[config.mk]
export PLATFORM = sky130hd
export DESIGN_NAME = antialiased_disc_pixel_shader_top
export DESIGN_NICKNAME = d
export VERILOG_FILES = /design/src/sv/adcps_pkg.sv /design/src/sv/adcps_front.sv /design/src/sv/adcps_sqrt_cell.sv /design/src/sv/adcps_back.sv /design/src/sv/antialiased_disc_pixel_shader_top.sv
export SDC_FILE = /design/constraint.sdc
export NUM_CORES = 2
export LEC_CHECK = 0
export BUFFER_PORTS_ARGS = -buffer_cell sky130_fd_sc_hd__buf_4
export CAP_MARGIN = 30
export CELL_PAD_IN_SITES_DETAIL_PLACEMENT = 1
export CELL_PAD_IN_SITES_GLOBAL_PLACEMENT = 2
export CORE_MARGIN = 2
export CORE_UTILIZATION = 38
export CTS_CLUSTER_DIAMETER = 60
export DETAILED_ROUTE_END_ITERATION = 8
export PLACE_DENSITY_LB_ADDON = 0.1
export REMOVE_ABC_BUFFERS = 1
export SLEW_MARGIN = 20
export SYNTH_ARGS = -nofsm -noshare
export SYNTH_HDL_FRONTEND = slang
export SYNTH_SLANG_ARGS = --single-unit
export TNS_END_PERCENT = 20
[constraint.sdc]
create_clock -name clk -period 10.5 [get_ports clk]
set_input_delay 3.15 -clock clk [delete_from_list [all_inputs] [get_ports clk]]
set_output_delay 3.15 -clock clk [all_outputs]
set_load 0.05 [all_outputs]
[src/sv/adcps_pkg.sv]
package adcps_pkg;

  // number of result bits of the square root, one cell per bit
  localparam int SQRT_N = 17;
  localparam int ROOT_W = SQRT_N;
  localparam int RAD_W  = 2 * SQRT_N;
  localparam int REM_W  = SQRT_N + 3;
  localparam int SUM_W  = 33;

  typedef struct packed {
    logic [15:0] center_x;
    logic [15:0] center_y;
    logic [13:0] radius;
    logic [15:0] fill_color;
    logic [7:0]  opacity;
    logic [10:0] width;
    logic [10:0] height;
  } cfg_t;

  // per pixel side data that rides along the pipeline
  typedef struct packed {
    logic        vld;
    logic        act;
    logic [15:0] dest;
  } meta_t;

  typedef struct packed {
    logic [REM_W-1:0]  rem;
    logic [ROOT_W-1:0] root;
    logic [RAD_W-1:0]  rad;
    meta_t             meta;
  } sq_t;

  typedef struct packed {
    logic        vld;
    logic [15:0] color;
    logic        we;
  } res_t;

endpackage

[src/sv/adcps_front.sv]
module adcps_front #(
  parameter int MAX_CANVAS_SIDE = 1024
) (
  input  logic                      clk,
  input  logic                      rst_n,
  input  logic                      en,
  input  adcps_pkg::cfg_t           i_cfg,
  input  logic                      i_valid,
  input  logic [9:0]                i_px,
  input  logic [9:0]                i_py,
  input  logic [15:0]               i_dest,
  output logic [adcps_pkg::SUM_W-1:0] o_sum,
  output adcps_pkg::meta_t          o_meta
);
  import adcps_pkg::*;

  logic signed [16:0] dx_r, dx_nxt, dy_r, dy_nxt;
  meta_t              m1_r, m1_nxt, m2_r, m3_r;
  logic signed [33:0] sqx, sqy;
  logic [31:0]        sqx_r, sqy_r;
  logic [SUM_W-1:0]   sum_r, sum_nxt;
  logic               on_canvas;

  // offsets of the pixel center from the disc center, 1/16 pixel
  assign dx_nxt = $signed({3'b000, i_px, 4'b1000} - {i_cfg.center_x[15], i_cfg.center_x});
  assign dy_nxt = $signed({3'b000, i_py, 4'b1000} - {i_cfg.center_y[15], i_cfg.center_y});

  assign on_canvas = ({1'b0, i_px} < i_cfg.width) && ({1'b0, i_py} < i_cfg.height) &&
                     (32'(i_px) < MAX_CANVAS_SIDE) && (32'(i_py) < MAX_CANVAS_SIDE);

  always_comb begin
    m1_nxt.vld  = i_valid;
    m1_nxt.act  = on_canvas && (i_cfg.radius != '0);
    m1_nxt.dest = i_dest;
  end

  assign sqx     = dx_r * dx_r;
  assign sqy     = dy_r * dy_r;
  assign sum_nxt = {1'b0, sqx_r} + {1'b0, sqy_r};

  always_ff @(posedge clk) begin
    if (!rst_n) begin
      m1_r <= '0;
      m2_r <= '0;
      m3_r <= '0;
    end else if (en) begin
      m1_r <= m1_nxt;
      m2_r <= m1_r;
      m3_r <= m2_r;
    end
  end

  always_ff @(posedge clk) begin
    if (en) begin
      dx_r  <= dx_nxt;
      dy_r  <= dy_nxt;
      sqx_r <= sqx[31:0];
      sqy_r <= sqy[31:0];
      sum_r <= sum_nxt;
    end
  end

  assign o_sum  = sum_r;
  assign o_meta = m3_r;

endmodule

[src/sv/adcps_sqrt_cell.sv]
module adcps_sqrt_cell (
  input  logic             clk,
  input  logic             rst_n,
  input  logic             en,
  input  adcps_pkg::sq_t   i_cell,
  output adcps_pkg::sq_t   o_cell
);
  import adcps_pkg::*;

  sq_t              cell_r, cell_nxt;
  logic [REM_W+1:0] cur, trial;

  // one restoring step: bring down two radicand bits, try root*4+1
  assign cur   = {i_cell.rem, i_cell.rad[RAD_W-1 -: 2]};
  assign trial = {3'b000, i_cell.root, 2'b01};

  always_comb begin
    cell_nxt      = i_cell;
    cell_nxt.rad  = {i_cell.rad[RAD_W-3:0], 2'b00};
    if (cur >= trial) begin
      cell_nxt.rem  = REM_W'(cur - trial);
      cell_nxt.root = {i_cell.root[ROOT_W-2:0], 1'b1};
    end else begin
      cell_nxt.rem  = cur[REM_W-1:0];
      cell_nxt.root = {i_cell.root[ROOT_W-2:0], 1'b0};
    end
  end

  always_ff @(posedge clk) begin
    if (!rst_n) begin
      cell_r <= '0;
    end else if (en) begin
      cell_r <= cell_nxt;
    end
  end

  assign o_cell = cell_r;

endmodule

[src/sv/adcps_back.sv]
module adcps_back (
  input  logic            clk,
  input  logic            rst_n,
  input  logic            en,
  input  adcps_pkg::cfg_t i_cfg,
  input  adcps_pkg::sq_t  i_cell,
  output adcps_pkg::res_t o_res
);
  import adcps_pkg::*;

  function automatic logic [7:0] div255(input logic [15:0] x);
    logic [15:0] t;
    t = x + 16'd1 + {8'h00, x[15:8]};
    return t[15:8];
  endfunction

  // stage 1: rounded distance and coverage
  logic [ROOT_W:0]    rnd_dist;
  logic signed [19:0] diff;
  logic [11:0]        ramp;
  logic [7:0]         cov_nxt, cov_r;
  meta_t              m1_r, m2_r, m3_r;

  // stage 2: effective alpha
  logic [15:0] aprod;
  logic [7:0]  alpha_r;
  logic        we2_nxt, we2_r, we3_r;

  // stage 3: channel products
  logic [7:0]  ialpha;
  logic [12:0] rb_nxt, rf_nxt, bb_nxt, bf_nxt, rb_r, rf_r, bb_r, bf_r;
  logic [13:0] gb_nxt, gf_nxt, gb_r, gf_r;

  // stage 4: mix
  logic [7:0] mr, mg, mb;
  res_t       res_nxt, res_r;

  assign rnd_dist = {1'b0, i_cell.root} + (ROOT_W+1)'(i_cell.rem > {3'b000, i_cell.root});
  assign diff = $signed({6'b0, i_cfg.radius}) + 20'sd8 - $signed({2'b00, rnd_dist});
  assign ramp = {diff[3:0], 8'h00} - {8'h00, diff[3:0]};

  always_comb begin
    priority if (diff >= 20'sd16) begin
      cov_nxt = 8'd255;
    end else if (diff <= 20'sd0) begin
      cov_nxt = 8'd0;
    end else begin
      cov_nxt = ramp[11:4];
    end
  end

  assign aprod   = cov_r * i_cfg.opacity;
  assign we2_nxt = m1_r.act && (cov_r != '0) && (aprod[15:8] != '0);

  assign ialpha = 8'd255 - alpha_r;
  assign rb_nxt = m2_r.dest[15:11] * ialpha;
  assign gb_nxt = m2_r.dest[10:5] * ialpha;
  assign bb_nxt = m2_r.dest[4:0] * ialpha;
  assign rf_nxt = i_cfg.fill_color[15:11] * alpha_r;
  assign gf_nxt = i_cfg.fill_color[10:5] * alpha_r;
  assign bf_nxt = i_cfg.fill_color[4:0] * alpha_r;

  assign mr = div255({3'b000, rb_r} + {3'b000, rf_r});
  assign mg = div255({2'b00, gb_r} + {2'b00, gf_r});
  assign mb = div255({3'b000, bb_r} + {3'b000, bf_r});

  always_comb begin
    res_nxt.vld   = m3_r.vld;
    res_nxt.we    = we3_r;
    res_nxt.color = we3_r ? {mr[4:0], mg[5:0], mb[4:0]} : m3_r.dest;
  end

  always_ff @(posedge clk) begin
    if (!rst_n) begin
      m1_r  <= '0;
      m2_r  <= '0;
      m3_r  <= '0;
      res_r <= '0;
    end else if (en) begin
      m1_r  <= i_cell.meta;
      m2_r  <= m1_r;
      m3_r  <= m2_r;
      res_r <= res_nxt;
    end
  end

  always_ff @(posedge clk) begin
    if (en) begin
      cov_r   <= cov_nxt;
      alpha_r <= aprod[15:8];
      we2_r   <= we2_nxt;
      we3_r   <= we2_r;
      rb_r    <= rb_nxt;
      gb_r    <= gb_nxt;
      bb_r    <= bb_nxt;
      rf_r    <= rf_nxt;
      gf_r    <= gf_nxt;
      bf_r    <= bf_nxt;
    end
  end

  assign o_res = res_r;

endmodule

[src/sv/antialiased_disc_pixel_shader_top.sv]
// anti-aliased filled disc shader for an rgb565 framebuffer
// input channel: in_valid/in_ready with pixel_x, pixel_y and the current
//   color of that pixel; one transfer per clock while in_ready is high
// result channel: out_valid/out_ready with the blended color and a write
//   enable; new_color equals dest_color when write_enable is low
// config channel: cfg_valid/cfg_ready with a 3-bit register index and
//   16-bit data, always ready; write only while no pixel is in flight
//   (0 center x, 1 center y, 2 radius, 3 fill color, 4 opacity,
//    5 canvas width, 6 canvas height; index 7 is ignored)
// pipeline: the transfer edge loads the first of 3 distance stages, then
//   come 17 square-root cells (one root bit each), 4 coverage/blend stages
//   and the output register
// throughput: one pixel per clock while the receiver keeps up
// a stalled receiver fills the output register and then a one-entry skid
//   register; in_ready then drops and the whole pipeline holds
// reset clears all valids and loads the register defaults
//   (opacity 255, canvas 320 x 240, everything else zero)
module antialiased_disc_pixel_shader_top #(
  parameter int MAX_CANVAS_SIDE = 1024
) (
  input  logic        clk,
  input  logic        rst_n,
  input  logic        in_valid,
  output logic        in_ready,
  input  logic [9:0]  in_pixel_x,
  input  logic [9:0]  in_pixel_y,
  input  logic [15:0] in_dest_color,
  output logic        out_valid,
  input  logic        out_ready,
  output logic [15:0] out_new_color,
  output logic        out_write_enable,
  input  logic        cfg_valid,
  output logic        cfg_ready,
  input  logic [2:0]  cfg_index,
  input  logic [15:0] cfg_data
);
  import adcps_pkg::*;

  localparam logic [2:0] REG_CENTER_X = 3'd0;
  localparam logic [2:0] REG_CENTER_Y = 3'd1;
  localparam logic [2:0] REG_RADIUS   = 3'd2;
  localparam logic [2:0] REG_FILL     = 3'd3;
  localparam logic [2:0] REG_OPACITY  = 3'd4;
  localparam logic [2:0] REG_WIDTH    = 3'd5;
  localparam logic [2:0] REG_HEIGHT   = 3'd6;

  cfg_t cfg_r, cfg_nxt;

  // config writes
  assign cfg_ready = 1'b1;

  always_comb begin
    cfg_nxt = cfg_r;
    if (cfg_valid) begin
      unique case (cfg_index)
        REG_CENTER_X: cfg_nxt.center_x   = cfg_data;
        REG_CENTER_Y: cfg_nxt.center_y   = cfg_data;
        REG_RADIUS:   cfg_nxt.radius     = cfg_data[13:0];
        REG_FILL:     cfg_nxt.fill_color = cfg_data;
        REG_OPACITY:  cfg_nxt.opacity    = cfg_data[7:0];
        REG_WIDTH:    cfg_nxt.width      = cfg_data[10:0];
        REG_HEIGHT:   cfg_nxt.height     = cfg_data[10:0];
        default:      cfg_nxt            = cfg_r;
      endcase
    end
  end

  always_ff @(posedge clk) begin
    if (!rst_n) begin
      cfg_r.center_x   <= '0;
      cfg_r.center_y   <= '0;
      cfg_r.radius     <= '0;
      cfg_r.fill_color <= '0;
      cfg_r.opacity    <= 8'd255;
      cfg_r.width      <= 11'd320;
      cfg_r.height     <= 11'd240;
    end else begin
      cfg_r <= cfg_nxt;
    end
  end

  // whole pipeline moves together unless the skid entry is occupied
  logic             pipe_en;
  logic             skid_valid_r, skid_valid_nxt;
  logic [SUM_W-1:0] dist_sq;
  meta_t            front_meta;
  sq_t              chain [SQRT_N+1];
  res_t             back_res;

  assign pipe_en  = !skid_valid_r;
  assign in_ready = pipe_en;

  // offsets, squares and sum of squares
  adcps_front #(
    .MAX_CANVAS_SIDE(MAX_CANVAS_SIDE)
  ) u_front (
    .clk     (clk),
    .rst_n   (rst_n),
    .en      (pipe_en),
    .i_cfg   (cfg_r),
    .i_valid (in_valid),
    .i_px    (in_pixel_x),
    .i_py    (in_pixel_y),
    .i_dest  (in_dest_color),
    .o_sum   (dist_sq),
    .o_meta  (front_meta)
  );

  always_comb begin
    chain[0].rem  = '0;
    chain[0].root = '0;
    chain[0].rad  = {1'b0, dist_sq};
    chain[0].meta = front_meta;
  end

  // row of square-root cells, each settles one root bit
  for (genvar i = 0; i < SQRT_N; i++) begin : g_cell
    adcps_sqrt_cell u_cell (
      .clk    (clk),
      .rst_n  (rst_n),
      .en     (pipe_en),
      .i_cell (chain[i]),
      .o_cell (chain[i+1])
    );
  end

  // rounding, coverage, alpha and color mix
  adcps_back u_back (
    .clk    (clk),
    .rst_n  (rst_n),
    .en     (pipe_en),
    .i_cfg  (cfg_r),
    .i_cell (chain[SQRT_N]),
    .o_res  (back_res)
  );

  // output register plus one skid entry
  logic        out_valid_r, out_valid_nxt;
  logic [15:0] out_color_r, out_color_nxt, skid_color_r;
  logic        out_we_r, out_we_nxt, skid_we_r;
  logic        arrive, out_free;

  assign arrive   = pipe_en && back_res.vld;
  assign out_free = !out_valid_r || out_ready;

  always_comb begin
    out_valid_nxt  = out_valid_r;
    out_color_nxt  = out_color_r;
    out_we_nxt     = out_we_r;
    skid_valid_nxt = skid_valid_r;
    priority if (out_free && skid_valid_r) begin
      out_valid_nxt  = 1'b1;
      out_color_nxt  = skid_color_r;
      out_we_nxt     = skid_we_r;
      skid_valid_nxt = 1'b0;
    end else if (out_free) begin
      out_valid_nxt = arrive;
      out_color_nxt = back_res.color;
      out_we_nxt    = back_res.we;
    end else if (arrive) begin
      skid_valid_nxt = 1'b1;
    end else begin
      skid_valid_nxt = skid_valid_r;
    end
  end

  always_ff @(posedge clk) begin
    if (!rst_n) begin
      out_valid_r  <= 1'b0;
      skid_valid_r <= 1'b0;
    end else begin
      out_valid_r  <= out_valid_nxt;
      skid_valid_r <= skid_valid_nxt;
    end
  end

  always_ff @(posedge clk) begin
    out_color_r <= out_color_nxt;
    out_we_r    <= out_we_nxt;
    if (!out_free && arrive) begin
      skid_color_r <= back_res.color;
      skid_we_r    <= back_res.we;
    end
  end

  assign out_valid        = out_valid_r;
  assign out_new_color    = out_color_r;
  assign out_write_enable = out_we_r;

endmodule
==> results.md <==
- WL/cell: 19.56 µm
- RR Startpoint: u_front.dx_r[16]
- Final Wtd Congestion: 0.8248
- Antenna violations before repair: 5
- Max-cap violation count: 0
- Yosys warns: 0
- Final core occ: 42.31%
- DRT met1 WL: 126400 µm
- Worst skew pair latency: 0.87 ns
- Min-delay src: u_back.we2_r
- Metal3 WL: 6495 µm
- Unrepaired setup endpoints after global routing: false
- Post-synthesis cell count: 10.19k
- FF-to-FF End: u_front.sqx_r[31]
- Most instantiated cells after synthesis: dfxtp_1 (1255), nor2_1 (1215), inv_1 (1067)
- Synth area leaders: dfxtp_1 (26%), fa_1 (14%), mux2i_1 (8.9%)
- Setup TNS: 0 ns
- CP endpoint kind: flip-flop
- Post-CTS setup buffers: 0
- Hold Fails Final Rpt: 0
- Crit path depth: 17
- Clock buffer count from CTS: 202
- Number of flops mapped to enable cells by yosys: 260
- Worst Max-Slew Pin Slew: 1.149 ns
- # DRC: 0
- Via/cell ratio: 5.133
- Worst R2R Path Depth: 17
- Slew Limit Headroom: 23.42%
- # fillers: 28.50k
- Dominant synthesized flop cell: dfxtp_1
- Sequential share of the synthesized area: 34.08%
- Worst Skew: 0.06047 ns
- Largest net degree at the start of global routing: 229
- Fraction of registers with async set/reset: 0%
- FMAX: 132.1 MHz
- Chip Width: 508.3 µm
- WP data arrival: 8.13 ns
- Critical path buffer and inverter count: 3
- Cell area after layout: 107300 µm²
- Kind of cell adding the most delay to the critical path: adder cells
- Outcome: finished clean
- Placed cell area: 100500 µm²
- CTS H-tree depth: 4
- Crit-path cells: inv_1, nor2_1, fa_1, fa_1, inv_1, fa_1, inv_1, fa_1, fa_1, fa_1, ha_1, a21o_1, o41ai_1, a21oi_1, a2111o_1, a21oi_1, xnor2_1
- Tcrit/Tclk final: 72.07%
- Port buffer count: 78
- Area leader, netlist: dfxtp_1
- Final setup viols: 0
- Die area: 258400 µm²
- Row count: 185
- Cts repair resizes: 0
- CP max FO: 27
- Core Box Area: 253500 µm²
- Initial drt markers: 2901
- Initial Util: 38.13%
- Layout area overhead: 10.98%
- Crit path to: u_front.sqx_r[31]
- First-pass GRT wire length: 425700 µm
- Reg2reg setup slack: 2.93 ns
- Synth unique cells: 92
- Layout cells sized above 1: 5.262%
- Crit-path slowest cell: edfxtp_1
- Worst-path clk slew: 0.06 ns
- Clk sinks: 1515
- DRT antenna net count: 0
- TritonCTS clock tree: yes
- Most common cell in the synthesized netlist: dfxtp_1
- Congestion Overflow GR: 0
- Via count: 70.00k
- Post-Syn Area: 96640 µm²
- CP most frequent cell: fa_1
- Vias in the first global route: 74.31k
- Clock buffer depth: 4
- NumNets Final: 11.50k
- Mean Syn Cell Area: 9.485 µm²
- Total Wirelength: 266700 µm
- # hold bufs at CTS: 0
- Fin crit period: 7.568 ns
- Drt first pass iters: 5
- Routed wl met2: 127300 µm
- Post-synthesis register bit count: 1515
- Final HPWL DP: 198000 µm
- Worst EP required: 11.06 ns
- Worst Hold Class: reg2reg
- Area fraction of the dominant cell type after synthesis: 26.00%
- Die Span Y: 508.3 µm
- IO Count: 80
- Clk root buf: clkbuf_16
- Highest routed metal layer: met4
- Critical path startpoint category: flip-flop
- All-Layer GR Usage: 20.62%
- Crit-path max cell delay: 0.99 ns
- Crit path kind: reg2reg
- Count of pins over their slew limit: 0
- CP startpoint: u_front.dx_r[16]
==> worst min path at each step <==
stage | end | cells past startpoint
floorplan | u_back.we3_r | 0
global placement | u_back.we3_r | 0
detailed placement | u_back.we3_r | 0
CTS | u_back.we3_r | 0
global route | u_back.we3_r | 0
finish | u_back.we3_r | 0
==> routing by layer <==
metal  vias up  global-route usage [%]
met4         0                   5.008
met5         -                       0
li1      34000                       -
met2       635                   35.25
met3       339                   2.347
met1     35030                   27.68
==> worst register-to-register path: stages, from the launching register on <==
cell and delay (ns):
edfxtp_1 0.99, inv_1 0.41, nor2_1 0.39, fa_1 0.56
fa_1 0.79, inv_1 0.24, fa_1 0.58, inv_1 0.05
fa_1 0.47, fa_1 0.52, fa_1 0.50, ha_1 0.39
a21o_1 0.22, o41ai_1 0.41, a21oi_1 0.14, a2111o_1 0.40
a21oi_1 0.18, xnor2_1 0.09
==> logic make-up (layout without fill, tap and decap cells) <==
family,Yosys count,after routing,share of synthesized area (%)
AND/OR/NAND/NOR,2974,2974,14.23
flip-flops,1515,1515,34.08
XOR/XNOR,450,450,4.078
AO/OA/AOI/OAI,1533,1533,10.13
other,1,10,0.003880
adder cells (fa/ha/maj),1329,1329,22.46
multiplexers,883,883,9.172
buffers and inverters,1503,1577,5.847
==> sequential cells by signal, summed over array words and instances (netlist names), 14 cells and up <==
name                  flops
g_cell.u_cell.o_cell   1037
cfg_r                    92
u_front.o_sum            33
u_front.sqx_r            31
u_front.sqy_r            31
u_back.m1_r              18
u_back.o_res             18
u_front.m1_r             18
u_front.m2_r             18
u_front.o_meta           18
u_back.m2_r              17
u_back.m3_r              17
u_front.dx_r             17
u_front.dy_r             17
out_new_color            16
skid_color_r             16
u_back.gb_r              14
u_back.gf_r              14
==> stage by stage <==
stage	std cells	setup slack (ns)	hold slack, ns
floorplan	9752	-108.65	0.4003
global placement	13260	2.994	0.4022
detailed placement	13260	2.916	0.4070
CTS	13620	2.879	0.4202
global route	13630	2.533	0.4295
finish	13640	2.932	0.4193
==> layout by cell type, fill, tap and decap left out, drive strengths merged, types with 250 or more instances in the layout <==
cell	Yosys	final
o21ai	310	310
clkbuf	342	283
nor2	1216	1216
dfxtp	1255	1255
edfxtp	260	260
fa	676	676
a21oi	508	508
xnor2	323	323
mux2i	863	863
nand2	693	693
inv	1067	1083
ha	653	653
and2	250	250
==> final cells by class <==
class                           instances  area [µm²]  share of cell area (%)
Antenna cell                            9       22.52                 0.02100
Tap cell                             3366        4212                   3.927
Sequential cell                      1515       32940                   30.71
Multi-Input combinational cell       7170       58090                   54.17
Clock buffer                          283        5747                   5.358
Clock inverter                         77       927.1                  0.8645
Inverter                             1067        4020                   3.748
Timing Repair Buffer                  150        1295                   1.207
Power is left out: the tool's default activity adds up to more than one toggle a clock period on the data nets, which glitch-free logic cannot reach.
